## config.mk

```make
export PLATFORM = sky130hd
export DESIGN_NAME = trf_front
export DESIGN_NICKNAME = d
export VERILOG_FILES = /design/src/rtl/trf_pkg.sv /design/src/rtl/trf_front.sv
export SDC_FILE = /design/constraint.sdc
export NUM_CORES = 1
export LEC_CHECK = 0
export ABC_AREA = 1
export ABC_CLOCK_PERIOD_IN_PS = 5600
export BUFFER_PORTS_ARGS = -buffer_cell sky130_fd_sc_hd__buf_2
export CORE_UTILIZATION = 46
export DETAILED_ROUTE_END_ITERATION = 6
export PLACE_DENSITY = 0.7
export SYNTH_ARGS = -nofsm -noshare
export SYNTH_HDL_FRONTEND = slang
export SYNTH_SLANG_ARGS = --single-unit
```

## constraint.sdc

```tcl
create_clock -name aclk -period 5.6 [get_ports aclk]
set_input_delay 0.56 -clock aclk [delete_from_list [all_inputs] [get_ports aclk]]
set_output_delay 0.56 -clock aclk [all_outputs]
set_load 0.005 [all_outputs]
```

## src/rtl/trf_pkg.sv

```systemverilog
`default_nettype none

package trf_pkg;

    localparam int NCH            = 3;
    localparam int LVL_W          = 8;
    localparam int DUTY_W         = 11;
    localparam int PWM_FULL_SCALE = 1024;
    localparam int CFG_IDX_W      = 3;
    localparam int CFG_DATA_W     = 32;
    localparam int IN_TIME_W      = 32;

    typedef enum logic [CFG_IDX_W-1:0] {
        REG_START_RED   = 3'd0,
        REG_START_GREEN = 3'd1,
        REG_START_BLUE  = 3'd2,
        REG_END_RED     = 3'd3,
        REG_END_GREEN   = 3'd4,
        REG_END_BLUE    = 3'd5,
        REG_FADE_START  = 3'd6,
        REG_FADE_LENGTH = 3'd7
    } cfg_reg_t;

    // per-channel payload walking down the cell row
    typedef struct packed {
        logic [LVL_W-1:0] s;    // start level
        logic [LVL_W-1:0] t;    // end level
        logic [LVL_W-1:0] a;    // |t - s|
        logic             dn;   // fading down (t < s)
        logic [LVL_W-1:0] q;    // partial quotient
    } chan_t;

    typedef struct packed {
        logic valid;
        logic zero_len;  // window of length zero
        logic full;      // elapsed equals length
    } ctl_t;

endpackage

`default_nettype wire

```

## src/rtl/trf_front.sv

```systemverilog
`default_nettype none

module trf_front #(
    parameter int TW = 32
) (
    input  wire logic                                   aclk,
    input  wire logic                                   aresetn,
    input  wire logic                                   adv,
    input  wire logic                                   req_valid,
    input  wire logic [TW-1:0]                          now,
    input  wire logic [TW-1:0]                          win_start,
    input  wire logic [TW-1:0]                          win_len,
    input  wire logic [trf_pkg::NCH-1:0][trf_pkg::LVL_W-1:0] lvl_start,
    input  wire logic [trf_pkg::NCH-1:0][trf_pkg::LVL_W-1:0] lvl_end,
    output trf_pkg::ctl_t                               ctl_out,
    output trf_pkg::chan_t [trf_pkg::NCH-1:0]           chan_out,
    output logic [TW-1:0]                               e_out,
    output logic [TW-1:0]                               d_out,
    output logic [TW-1:0]                               de_out
);

    trf_pkg::ctl_t                     ctl_reg, ctl_next;
    trf_pkg::chan_t [trf_pkg::NCH-1:0] chan_reg, chan_next;
    logic [TW-1:0] e_reg, d_reg, de_reg;
    logic [TW-1:0] elapsed;
    logic          in_win;

    always_comb begin
        elapsed = now - win_start;
        in_win  = (now >= win_start) && (elapsed <= win_len);
        ctl_next.valid    = req_valid && in_win;
        ctl_next.zero_len = (win_len == '0);
        ctl_next.full     = (elapsed == win_len);
        for (int c = 0; c < trf_pkg::NCH; c++) begin
            chan_next[c].s  = lvl_start[c];
            chan_next[c].t  = lvl_end[c];
            chan_next[c].dn = lvl_end[c] < lvl_start[c];
            chan_next[c].a  = chan_next[c].dn ? (lvl_start[c] - lvl_end[c])
                                              : (lvl_end[c] - lvl_start[c]);
            chan_next[c].q  = '0;
        end
    end

    always_ff @(posedge aclk) begin
        if (!aresetn) begin
            ctl_reg <= '0;
        end else if (adv) begin
            ctl_reg <= ctl_next;
        end
    end

    always_ff @(posedge aclk) begin
        if (adv) begin
            chan_reg <= chan_next;
            e_reg    <= elapsed;
            d_reg    <= win_len;
            de_reg   <= win_len - elapsed;
        end
    end

    assign ctl_out  = ctl_reg;
    assign chan_out = chan_reg;
    assign e_out    = e_reg;
    assign d_out    = d_reg;
    assign de_out   = de_reg;

endmodule

`default_nettype wire

```

==> impl_metrics.py <==
metrics = {
    "final_layout": {
        "drive_above_1_share_pct": 28.53,
        "layout.nets": 1715,
        "syn2layout_area_growth_pct": 22.71,
        "nFillCells": 2092,
    },
    "power": {
        "ir_drop_uv": 172.6,
        "power_density_nw_per_um2": 316.2,
        "total_power_w": 0.004282,
        "p_leak_nw": 6.711,
    },
    "run": {
        "cap_violations": 0,
    },
    "cts": {
        "numCtsBuffers": 17,
        "cts.sinks": 174,
        "post_cts_buffers": 0,
        "cts-resized-gates": 0,
        "clkSlewWorstSetupHoldPaths_ns": 0.07,
        "cts_root_buf": "clkbuf_16",
        "cts_tree": "done",
        "cts_hold_buf": 0,
        "htreeDepth": 4,
        "clock_latency_ns": 0.43,
        "cts_buffer_depth": 2,
    },
    "sta": {
        "finalSetupViolCount": 0,
        "rsz0062_at_grt": "false",
        "finalCritPeriodShare_pct": 73.61,
        "skew_ns": 0,
        "slew_headroom_pct": 45.81,
        "hold_slack_ns": 0.3207,
        "hold_viol": 0,
        "slew_violations": 0,
        "period_needed_ns": 4.122,
        "tightest_slew_ns": 0.8128,
        "fin_tns_setup_ns": 0,
        "max_freq_ghz": 0.2426,
    },
    "placed_design": {
        "port_buffers": 321,
        "hpwl_mm": 22.31,
        "gp_congestion": 0.8925,
    },
    "yosys": {
        "syn_inst": 1112,
        "synth-xor-area-share_pct": 5.534,
        "synth_adder_area_share_pct": 13.59,
        "syn_area_per_cell_um2": 9.922,
        "synth_cell_types": 51,
        "syn_area_um2": 11030,
        "ys_warn_count": 0,
        "ys_ff_latch": 174,
        "synthSimpleGateAreaFrac_pct": 14.19,
        "synth_flop_cell": "edfxtp_1",
        "synth_edf_count": 171,
        "yosysSeqAreaShare_pct": 47.09,
        "synth_top_family_by_area": "simple AND/OR/NAND/NOR gates",
        "synthArstFlopShare_pct": 0,
        "synth_compound_area_share_pct": 10.13,
        "muxShareOfSynthArea_pct": 0.8165,
    },
    "setup_path": {
        "critPathRequiredTime_ns": 5.97,
        "arrival_ns": 4.49,
        "crit_path_end_kind": "flop",
        "worst_path_most_repeated_cell": "nand2_1",
        "slowest_delay_ns": 0.40,
        "worstSetupStartpointType": "primary input",
        "crit_slowest_cell": "ha_1",
        "rr_startpoint": "ctl_out[0]",
        "crit_buf_inv": 3,
        "worst-r2r-cell-count": 2,
        "rrSetupSlack_ns": 4.94,
        "critical_path_class": "in2reg",
        "cp_max_fo": 5,
        "critPathTopFamily": "simple AND/OR/NAND/NOR gates",
        "r2r-end": "ctl_out[0]",
    },
    "drt": {
        "wl_per_cell_um": 15.14,
        "first_pass_iters": 5,
        "drt_first_iter_violations": 357,
        "vias": 8767,
        "drc_errors": 0,
        "drtAntennaViolNets": 0,
        "viasPerCell": 4.911,
        "wl_mm": 27.02,
    },
    "global_route": {
        "grt_pass1_vias": 8450,
        "grt_pass1_wl_mm": 42.03,
        "antenna_found_initial": 2,
        "globalRouteTotalUtil_pct": 22.17,
        "grt_start_max_net_pins": 76,
        "grt_overflow": 0,
    },
    "die": {
        "pin_count": 346,
        "fp-row-count": 56,
        "die_x_um": 156.9,
        "start_util_pct": 47.00,
        "dieHeight_um": 156.9,
        "dieArea_um2": 24610,
        "fp.coreArea_um2": 23470,
    },
    "min_path": {
        "min_path_cells": 1,
        "hold_end": "chan_out[65]",
        "min_from": "lvl_start[15]",
        "holdCritPathClass": "in2reg",
    },
    "outcome": {
        "run_status": "completed",
    },
}
worst max-delay path by stage:
stage / startpoint / endpoint / slack, ns / depth (start not counted)
2_1_floorplan: win_start[4] / de_out[31] / 1.73 / 24
4_1_cts: now[16] / ctl_out[2] / 1.48 / 28
5_1_grt: now[4] / de_out[31] / 1.08 / 24
3_5_place_dp: win_start[4] / de_out[31] / 1.04 / 25
6_report: now[8] / ctl_out[2] / 1.48 / 28
3_3_place_gp: now[8] / ctl_out[2] / 1.09 / 28
through the flow:
step	std cells	cell area [um2]	util [%]	setup slack, ns
after floorplan	1135	11120	-	1.730
after global routing	1784	13540	57.67	1.077
final	1785	13540	57.68	1.478
after CTS	1784	13540	57.67	1.478
after global placement	1752	12930	55.10	1.094
after detailed placement	1752	12930	55.10	1.038
sequential cells by signal, summed over array words and instances (netlist names):
register	cells
chan_out	75
d_out	32
e_out	32
de_out	32
ctl_out	3
Yosys cell counts, types with 4 or more instances:
| cell type | count | area share, % |
|---|---|---|
| o21ai_2 | 5 | 0.40 |
| nand2_1 | 197 | 6.7 |
| nand3_1 | 18 | 0.82 |
| or2_2 | 9 | 0.51 |
| fa_1 | 8 | 1.5 |
| a21oi_1 | 84 | 3.8 |
| inv_2 | 8 | 0.27 |
| a31oi_1 | 5 | 0.28 |
| nand2_2 | 10 | 0.57 |
| a21oi_2 | 4 | 0.32 |
| nor4_1 | 10 | 0.57 |
| xor2_1 | 41 | 3.3 |
| nor3_1 | 10 | 0.45 |
| o21ai_1 | 4 | 0.18 |
| nor2_2 | 4 | 0.23 |
| a211oi_1 | 6 | 0.41 |
| buf_4 | 24 | 1.6 |
| inv_1 | 189 | 6.4 |
| nor2_1 | 48 | 1.6 |
| ha_1 | 107 | 12 |
| o21bai_1 | 9 | 0.61 |
| mux2i_1 | 9 | 0.82 |
| xnor2_1 | 25 | 2.0 |
| nor2_4 | 5 | 0.51 |
| o21ai_0 | 29 | 1.3 |
| nand3_2 | 10 | 0.91 |
| a21o_1 | 10 | 0.68 |
| edfxtp_1 | 171 | 47 |
| nand4_1 | 13 | 0.74 |
power by group:
group / switching (W) / leakage, nW / internal, W
logic: 0.000789 / 4.72 / 0.000524
clock network: 0.000545 / 0.292 / 0.000675
registers: 0.0000490 / 1.70 / 0.00170
cell usage in the layout, fill, tap and decap left out, types with 10 or more instances in the layout:
| cell | count |
|---|---|
| buf_2 | 320 |
| nand2_1 | 197 |
| inv_1 | 189 |
| edfxtp_1 | 171 |
| ha_1 | 107 |
| a21oi_1 | 84 |
| nor2_1 | 48 |
| xor2_1 | 41 |
| o21ai_0 | 29 |
| xnor2_1 | 25 |
| conb_1 | 24 |
| nand3_1 | 18 |
| clkbuf_16 | 17 |
| nand4_1 | 13 |
| nand2_2 | 10 |
| nor3_1 | 10 |
| a21o_1 | 10 |
| nand3_2 | 10 |
| nor4_1 | 10 |
final cells by class:
cell class	count	area [um2]	share of cell area (%)
antenna	1	2.502	0.01848
clock buffer	18	429.2	3.170
clock inverter	14	173.9	1.285
inverter	197	739.5	5.462
multi-input combinational	739	4972	36.72
sequential	174	5195	38.37
tap	319	399.1	2.948
timing repair buffer	323	1628	12.02
cells by family (layout without fill, tap and decap cells):
family	count (synthesis)	after routing
buffers and inverters	222	552
AND/OR/NAND/NOR	342	342
adder cells (fa/ha/maj)	115	115
flip-flops	174	174
other	1	25
AO/OA/AOI/OAI	181	181
multiplexers	9	9
XOR/XNOR	68	68
per-layer routing:
layer | vias up | global-route usage [%] | part of all wire [%] | wire (um)
li1 | 4399 | - | - | -
met1 | 4020 | 28.57 | 44 | 11960
met2 | 315 | 37.84 | 48 | 12910
met3 | 31 | 3.766 | 6.0 | 1612
met4 | 2 | 6.863 | 1.9 | 525
met5 | - | 0 | 0.048 | 13
Power figures use the tool's default switching activity.
