## config.mk

```make
export PLATFORM = sky130hd
export DESIGN_NAME = trf_back
export DESIGN_NICKNAME = d
export VERILOG_FILES = /design/src/rtl/trf_pkg.sv /design/src/rtl/trf_back.sv
export SDC_FILE = /design/constraint.sdc
export NUM_CORES = 1
export LEC_CHECK = 0
export ABC_CLOCK_PERIOD_IN_PS = 11650
export BUFFER_PORTS_ARGS = -buffer_cell sky130_fd_sc_hd__buf_4
export CAP_MARGIN = 20
export CORE_ASPECT_RATIO = 1.1
export CORE_MARGIN = 3
export CORE_UTILIZATION = 50
export DETAILED_ROUTE_END_ITERATION = 16
export PLACE_DENSITY = 0.87
export SLEW_MARGIN = 10
export SYNTH_ARGS = -nofsm -noshare
export SYNTH_HDL_FRONTEND = slang
export SYNTH_SLANG_ARGS = --single-unit
```

## constraint.sdc

```tcl
create_clock -name aclk -period 11.65 [get_ports aclk]
set_clock_uncertainty 0.2 [all_clocks]
set_input_delay 2.33 -clock aclk [delete_from_list [all_inputs] [get_ports aclk]]
set_output_delay 2.33 -clock aclk [all_outputs]
set_load 0.005 [all_outputs]
```

## src/rtl/trf_pkg.sv

```systemverilog
`default_nettype none

package trf_pkg;

    localparam int NCH            = 3;
    localparam int LVL_W          = 8;
    localparam int DUTY_W         = 11;
    localparam int PWM_FULL_SCALE = 1024;
    localparam int CFG_IDX_W      = 3;
    localparam int CFG_DATA_W     = 32;
    localparam int IN_TIME_W      = 32;

    typedef enum logic [CFG_IDX_W-1:0] {
        REG_START_RED   = 3'd0,
        REG_START_GREEN = 3'd1,
        REG_START_BLUE  = 3'd2,
        REG_END_RED     = 3'd3,
        REG_END_GREEN   = 3'd4,
        REG_END_BLUE    = 3'd5,
        REG_FADE_START  = 3'd6,
        REG_FADE_LENGTH = 3'd7
    } cfg_reg_t;

    // per-channel payload walking down the cell row
    typedef struct packed {
        logic [LVL_W-1:0] s;    // start level
        logic [LVL_W-1:0] t;    // end level
        logic [LVL_W-1:0] a;    // |t - s|
        logic             dn;   // fading down (t < s)
        logic [LVL_W-1:0] q;    // partial quotient
    } chan_t;

    typedef struct packed {
        logic valid;
        logic zero_len;  // window of length zero
        logic full;      // elapsed equals length
    } ctl_t;

endpackage

`default_nettype wire

```

## src/rtl/trf_back.sv

```systemverilog
`default_nettype none

module trf_back #(
    parameter int TW = 32
) (
    input  wire logic                                aclk,
    input  wire logic                                aresetn,
    input  wire logic                                adv,
    input  wire trf_pkg::ctl_t                       ctl_in,
    input  wire trf_pkg::chan_t [trf_pkg::NCH-1:0]   chan_in,
    input  wire logic [trf_pkg::NCH-1:0][TW-1:0]     r_in,
    output logic                                     res_valid,
    output logic [trf_pkg::NCH-1:0][trf_pkg::DUTY_W-1:0] duty
);

    logic                                          valid_reg;
    logic [trf_pkg::NCH-1:0][trf_pkg::DUTY_W-1:0]  duty_reg, duty_next;

    always_comb begin
        logic [trf_pkg::LVL_W-1:0] level;
        logic [31:0]               diff;
        for (int c = 0; c < trf_pkg::NCH; c++) begin
            if (ctl_in.zero_len) begin
                level = chan_in[c].t;
            end else if (chan_in[c].dn) begin
                level = chan_in[c].s - chan_in[c].q
                        - trf_pkg::LVL_W'(r_in[c] != '0);
            end else begin
                level = chan_in[c].s + chan_in[c].q;
            end
            diff = 32'(trf_pkg::PWM_FULL_SCALE) - {24'd0, level};
            duty_next[c] = diff[trf_pkg::DUTY_W-1:0];
        end
    end

    always_ff @(posedge aclk) begin
        if (!aresetn) begin
            valid_reg <= 1'b0;
        end else if (adv) begin
            valid_reg <= ctl_in.valid;
        end
    end

    always_ff @(posedge aclk) begin
        if (adv) begin
            duty_reg <= duty_next;
        end
    end

    assign res_valid = valid_reg;
    assign duty      = duty_reg;

endmodule

`default_nettype wire
```

==> results of run 1 <==
[cells by family (layout without fill, tap and decap cells)]
group	count (synthesis)	after routing	share of synthesized area, %
xor+xnor	50	50	10.0
mux	10	10	2.47
buf+inv	75	281	6.57
simple gates	161	161	20.4
compound gates	96	96	16.1
fa+ha+maj	69	69	21.3
flops	34	34	23.2
[worst max path at each step]
| stage | cells after the start | end | slack (ns) | startpoint |
|---|---|---|---|---|
| after floorplan | 13 | duty[8] | 5.45 | r_in[24] |
| after global placement | 14 | duty[8] | 5.10 | r_in[16] |
| after detailed placement | 14 | duty[8] | 4.98 | r_in[25] |
| after CTS | 14 | duty[8] | 5.28 | r_in[25] |
| after global routing | 16 | duty[29] | 5.05 | r_in[65] |
| final | 14 | duty[8] | 5.28 | r_in[25] |
[metal layers]
layer | part of all wire, % | GRT usage [%]
met5 | 0 | 0
met4 | 1.8 | 5.36
met3 | 7.1 | 4.34
met2 | 53 | 42.1
met1 | 38 | 27.0
[Yosys cell counts, types with 3 or more instances]
master      n
nand4_1     9
xnor2_1    30
nor3b_1     4
nand3_1     3
a221oi_1    7
inv_2       3
clkbuf_1    5
nor3_1     16
o31ai_1     3
nand2_1    21
a221o_1     4
o21ai_0    10
o21ai_1     5
a211oi_1    6
a2111oi_0   3
or2_2       4
mux2i_1     7
or3_1       3
xor2_1     20
nor2_1     35
nand2b_1   11
nor4_1     28
fa_1        9
edfxtp_1   33
nand3b_1    6
and2_1      4
o21bai_1    4
inv_1      61
o21a_1      6
buf_1       4
nor2b_1     6
ha_1       60
a21oi_1    24
[worst max-delay path, delay by kind of cell]
| kind | cells | cell delay, ns |
|---|---|---|
| AND/OR/NAND/NOR | 7 | 2.05 |
| buffers and inverters | 1 | 0.11 |
| XOR/XNOR | 1 | 0.19 |
| AO/OA/AOI/OAI | 2 | 0.44 |
| adder cells (fa/ha/maj) | 3 | 1.09 |
[stage by stage]
stage               cells  total power, mW
floorplan             495            0.312
global placement      804            0.410
detailed placement    804            0.420
CTS                   812            0.551
global route          812            0.585
finish                812            0.549
[area by class of cell]
cell class / instances / area, µm² / share of cell area, %
clock buffer: 5 / 68.8 / 1.12
multi-input combinational: 386 / 3070 / 49.8
sequential: 34 / 1010 / 16.4
clock inverter: 3 / 68.8 / 1.12
inverter: 64 / 240 / 3.90
timing repair buffer: 209 / 1570 / 25.5
tap: 111 / 139 / 2.25
[report_power, final]
group          switching [mW]  internal (mW)  leakage [nW]
clock network          0.0449         0.0857        0.0683
registers             0.00534          0.155         0.332
logic                   0.124          0.135          2.47
==> results by group, run 1 <==
Yosys
  – Mapped cell area: about 0.0044 mm²
  – Sequential element share of the synthesized area: 23.2%
  – Post-synth ARST share: 0%
  – Top cells by area, synth: edfxtp_1 23%, ha_1 17%, xnor2_1 6.0%
  – Primary FF master, synth: edfxtp_1
  – Synthesized Nets: 765
  – Distinct cells, synth: 64
  – Post-Syn Instances: slightly below 500
  – Number of synthesis warnings: 0
  – Post-synth top area cell: edfxtp_1
  – EDFF count, synth: 33
  – Post-synth top area share: 22.7%
  – Syn Area/Cell: 8.82 µm²
  – Synth Register Bits: 34

Finish
  – Filler Cells Inserted: roughly 630
  – Most frequent cells in the layout: 209 x buf_4, 61 x inv_1, 60 x ha_1
  – Layout cells sized above 1: approximately 33%
  – Nets: 970
  – Final core occ: 72.9%
  – Layout area overhead: 41.2%
  – Antenna Cells: 0
  – Post-route cell area: about 0.006 mm²
  – Commonest non-fill, non-tap cell in the layout: buf_4
  – Max reg flops: 33

Clock tree
  – CTS Buf Count: 5
  – Worst-skew pair later-pin latency: approximately 0.28 ns
  – Post-CTS Setup Inserts: 0
  – CTS tree: built
  – Post-CTS resize count: 0
  – # H-tree levels: 2
  – CTS hold repair buffers: 0
  – Clock Tree Buf Depth: 2
  – Root buf cell: clkbuf_8
  – Worst-path clk slew: 0.07 ns
  – Sink Count: 34

Global routing
  – Antenna violations before repair: 0
  – Total track usage: 23.0%
  – Largest net degree at the start of global routing: between 40 and 50
  – First-pass GRT wire length: approximately 19 mm
  – Vias in the first global route: roughly 4.4k
  – GR Overflow Total: 0

Die
  – Num rows: 35
  – I/O pin cnt: between 200 and 250
  – Die Ht: approximately 100 µm
  – Starting Density: around half
  – Die W: about 95 µm
  – Core area: about 0.0085 mm²
  – Die ar.: slightly below 0.01 mm²

Worst setup path
  – Cells along the critical path: buf_4 -> nor4_1 -> nand4_1 -> nor2_1 -> fa_1 -> ha_1 -> or2_2 -> fa_1 -> nand2b_1 -> a21oi_1 -> xor2_1 -> o2111ai_1 -> or4b_4 -> or3_1
  – Crit path DAT: 6.20 ns
  – Crit-path max FO: 3
  – Register-to-Register Setup Slack: 10.81 ns
  – Worst Setup Start Kind: input pin
  – Critical path's slowest cell: or4b_4
  – R2R Path End: res_valid
  – Worst path max stage delay: 0.61 ns
  – Crit end category: flip-flop
  – Critical path type: in2reg
  – Worst path required time: roughly 11 ns
  – R2r worst-path depth: 2
  – Reg-to-reg critical path startpoint: res_valid
  – Most numerous cell on the critical path: fa_1

Placement
  – Port buffer count: between 200 and 250
  – Pre-CTS setup slack: between 4 and 5 ns
  – Final GP Congestion: about 0.84
  – Detailed Place HPWL: slightly above 10 mm
  – Area of placed instances: between 0.006 and 0.007 mm²

Route
  – DR DRC count: 0
  – Total iterations of the first detailed-routing run: 4
  – Detail Route Antenna Nets: 0
  – Number of DRC markers in iteration 0: about 160
  – Via-per-instance ratio: between 5 and 6
  – Vias: 4,478
  – Avg WL per Cell: approximately 15 µm
  – Final wirelength: between 10 and 15 mm

Worst hold path
  – Worst hold path depth: 2
  – Worst hold path class: reg2reg
  – Hold_sp: res_valid
  – Hold Crit Endpoint: res_valid

STA
  – F_max: about 160 MHz
  – Setup violators final: 0
  – Final Hold Fails: 0
  – Max_slew headroom: a little over half
  – Post-layout min period: approximately 6.4 ns
  – Setup TNS: 0 ns
  – Worst hold slack: 0.375 ns
  – Worst-Margin Slew: a little under 0.7 ns
  – Worst Slack Setup Final: 5.28 ns
  – Fin. max-slew vios: 0
  – Fin crit share: 54.6%
  – Unrepaired setup endpoints after global routing: false

Job
  – Max-cap violations: 0

Run status
  – Status: complete, no violations

Power and ir drop
  – Peak VDD IR: around 0.059 mV
  – P per Cell Area: about 89 mW/mm²
  – P_leak: 2.88 nW
(Power assumes the default switching activity.)
==> inputs of run 2 (changes only) <==
ABC_CLOCK_PERIOD_IN_PS = 6000   (was 11650)
CORE_UTILIZATION = 47   (was 50)
PLACE_DENSITY = 0.82   (was 0.87)
clock period = 6 ns   (was 11.65 ns; I/O delays follow)
==> results by group, run 2 (synthesized netlist as in run 1, its figures left out) <==
Route
  – Number of DRC markers in iteration 0: 101 (was 156)
  – Avg WL per Cell: 14.3 µm (was 14.5 µm)
  – Total iterations of the first detailed-routing run: 5 (was 4)
  – Final wirelength: 11.6 mm (was 11.8 mm)
  – Via-per-instance ratio: 5.46 (was 5.51)
  – DR DRC count: 0 (unchanged)
  – Vias: 4,450 (was 4,478)
  – Detail Route Antenna Nets: 0 (unchanged)

Power and ir drop
  – P_leak: 2.85 nW (was 2.88 nW)
  – Psw: 327 µW (was 174 µW)
  – Share of power burned in registers: 31.6% (was 29.2%)
  – Clock power share: 17.4% (was 23.8%)
  – Peak VDD IR: 0.0988 mV (was 0.0592 mV)
  – Logic pwr share: 51.0% (was 47.0%)
  – Internal: 656 µW (was 376 µW)
  – Sw Ratio: 33.3% (was 31.6%)
  – P per Cell Area: 160 mW/mm² (was 89.2 mW/mm²)

Die
  – Starting Density: 48.7% (was 51.6%)
  – Num rows: 36 (was 35)
  – Die Ht: 107 µm (was 104 µm)
  – I/O pin cnt: 235 (unchanged)
  – Core area: 0.00896 mm² (was 0.00845 mm²)
  – Die ar.: 0.0105 mm² (was 0.00989 mm²)
  – Die W: 97.9 µm (was 95.1 µm)

Worst setup path
  – Crit path DAT: 5.05 ns (was 6.20 ns)
  – Critical path's slowest cell: a2111oi_0 (was or4b_4)
  – Top delay family on crit path: simple AND/OR/NAND/NOR gates (unchanged)
  – Worst Setup Start Kind: input pin (unchanged)
  – Worst path required time: 5.80 ns (was 11.49 ns)
  – Critical path type: in2reg (unchanged)
  – Worst path max stage delay: 0.65 ns (was 0.61 ns)
  – Reg-to-reg critical path startpoint: res_valid (unchanged)
  – Cells along the critical path: buf_4 -> nor4_1 -> nand4_1 -> nor2_1 -> fa_1 -> ha_1 -> or2_2 -> fa_1 -> nand2b_1 -> a2111oi_0 -> nor3_1 -> nand3b_1 -> a31oi_1 -> nand3b_1 -> xor2_1 (was buf_4 -> nor4_1 -> nand4_1 -> nor2_1 -> fa_1 -> ha_1 -> or2_2 -> fa_1 -> nand2b_1 -> a21oi_1 -> xor2_1 -> o2111ai_1 -> or4b_4 -> or3_1)
  – CP Depth: 15 (was 14)
  – CP Buf/Inv Count: 1 (unchanged)
  – CP Launch Point: r_in[24] (was r_in[25])
  – R2r worst-path depth: 2 (unchanged)
  – Crit end category: flip-flop (unchanged)
  – Crit-path max FO: 5 (was 3)

Finish
  – Filler Cells Inserted: 731 (was 626)
  – Commonest non-fill, non-tap cell in the layout: buf_4 (unchanged)
  – Layout area overhead: 40.3% (was 41.2%)
  – Antenna Cells: 0 (unchanged)
  – Nets: 970 (unchanged)
  – Post-route cell area: 0.00612 mm² (was 0.00616 mm²)
  – Max reg flops: 33 (unchanged)
  – Layout cells sized above 1: 33.1% (unchanged)
  – Most frequent cells in the layout: 209 x buf_4, 61 x inv_1, 60 x ha_1 (unchanged)

Global routing
  – GR Overflow Total: 0 (unchanged)
  – First-pass GRT wire length: 18.8 mm (was 18.9 mm)
  – Total track usage: 21.2% (was 23.0%)
  – Vias in the first global route: 4,438 (was 4,419)
  – Antenna violations before repair: 0 (unchanged)
  – Largest net degree at the start of global routing: 49 (unchanged)

STA
  – Worst-Margin Slew: 0.653 ns (was 0.689 ns)
  – Final Hold Fails: 0 (unchanged)
  – F_max: approximately 190 MHz
  – Setup violators final: 0 (unchanged)
  – Unrepaired setup endpoints after global routing: false (unchanged)
  – Fin. max-slew vios: 0 (unchanged)
  – Max_slew headroom: 55.3% (was 53.7%)
  – Fin crit share: a little under 90%
  – Setup TNS: 0 ns (unchanged)
  – Post-layout min period: roughly 5.3 ns

Worst hold path
  – Worst hold path depth: 2 (unchanged)
  – Worst hold path class: reg2reg (unchanged)
  – Hold_sp: res_valid (unchanged)

Run status
  – Status: complete, no violations (unchanged)

Clock tree
  – Worst-path clk slew: 0.07 ns (about the same)
  – CTS hold repair buffers: 0 (unchanged)
  – Worst-skew pair later-pin latency: 0.27 ns (was 0.28 ns)
  – Root buf cell: clkbuf_8 (unchanged)
  – # H-tree levels: 2 (unchanged)
  – CTS tree: built (unchanged)
  – Sink Count: 34 (unchanged)
  – Clock Tree Buf Depth: 2 (unchanged)
  – Post-CTS resize count: 0 (unchanged)
  – Post-CTS Setup Inserts: 0 (unchanged)
  – CTS Buf Count: 5 (unchanged)

Job
  – Max-cap violations: 0 (unchanged)

Placement
  – Area of placed instances: 0.00603 mm² (about the same)
  – Port buffer count: 209 (unchanged)
  – Final GP Congestion: 0.854 (was 0.844)
  – Detailed Place HPWL: 10.0 mm (was 10.1 mm)
## run 2: cell types whose count changed in the layout (fill, tap and decap cells not counted), sizes merged
cell / delta
bufinv: -2
clkbuf: +1
clkinvlp: +1
## run 2: layout make-up
type / count / area (µm²) / share of cell area [%]
sequential: 34 / 1010 / 16.5
inverter: 64 / 240 / 3.92
clock inverter: 2 / 12.5 / 0.204
timing repair buffer: 209 / 1570 / 25.6
clock buffer: 6 / 82.6 / 1.35
multi-input combinational: 386 / 3070 / 50.1
tap: 114 / 143 / 2.33
## run 2: per-stage QoR
stage | util [%] | cells | setup WS (ns) | power, mW | hold slack, ns
after global routing | 68.3 | 815 | 0.496 | 1.06 | 0.399
after CTS | 68.3 | 815 | 0.746 | 0.989 | 0.336
final | 68.3 | 815 | 0.749 | 0.983 | 0.332
after global placement | 67.3 | 807 | 0.583 | 0.799 | 0.304
after floorplan | - | 495 | 0.934 | 0.607 | 0.307
after detailed placement | 67.3 | 807 | 0.458 | 0.816 | 0.325
## run 2: worst min-delay path, delay by kind of cell (launching register included)
| family | cells | cell delay [ns] |
|---|---|---|
| simple gates | 1 | 0.06 |
| flops | 1 | 0.31 |
| mux | 1 | 0.12 |
## run 2: worst paths after layout
kind,slack [ns],end
setup / recovery,0.75,duty[7]
hold / removal,0.33,res_valid
setup reg to reg,5.21,res_valid
hold reg to reg,0.33,res_valid
## run 2: per-layer routing
layer | routed length [µm] | GRT usage, %
met5 | 0 | 0
met4 | 187 | 4.45
met3 | 1060 | 5.27
met2 | 5980 | 40.3
met1 | 4420 | 23.9
## run 2: power by group through the flow
stage	logic (mW)	registers, mW	clock network, mW
finish	0.501	0.311	0.171
global route	0.558	0.314	0.186
CTS	0.502	0.311	0.176
detailed placement	0.500	0.316	0
global placement	0.483	0.316	0
floorplan	0.288	0.319	0
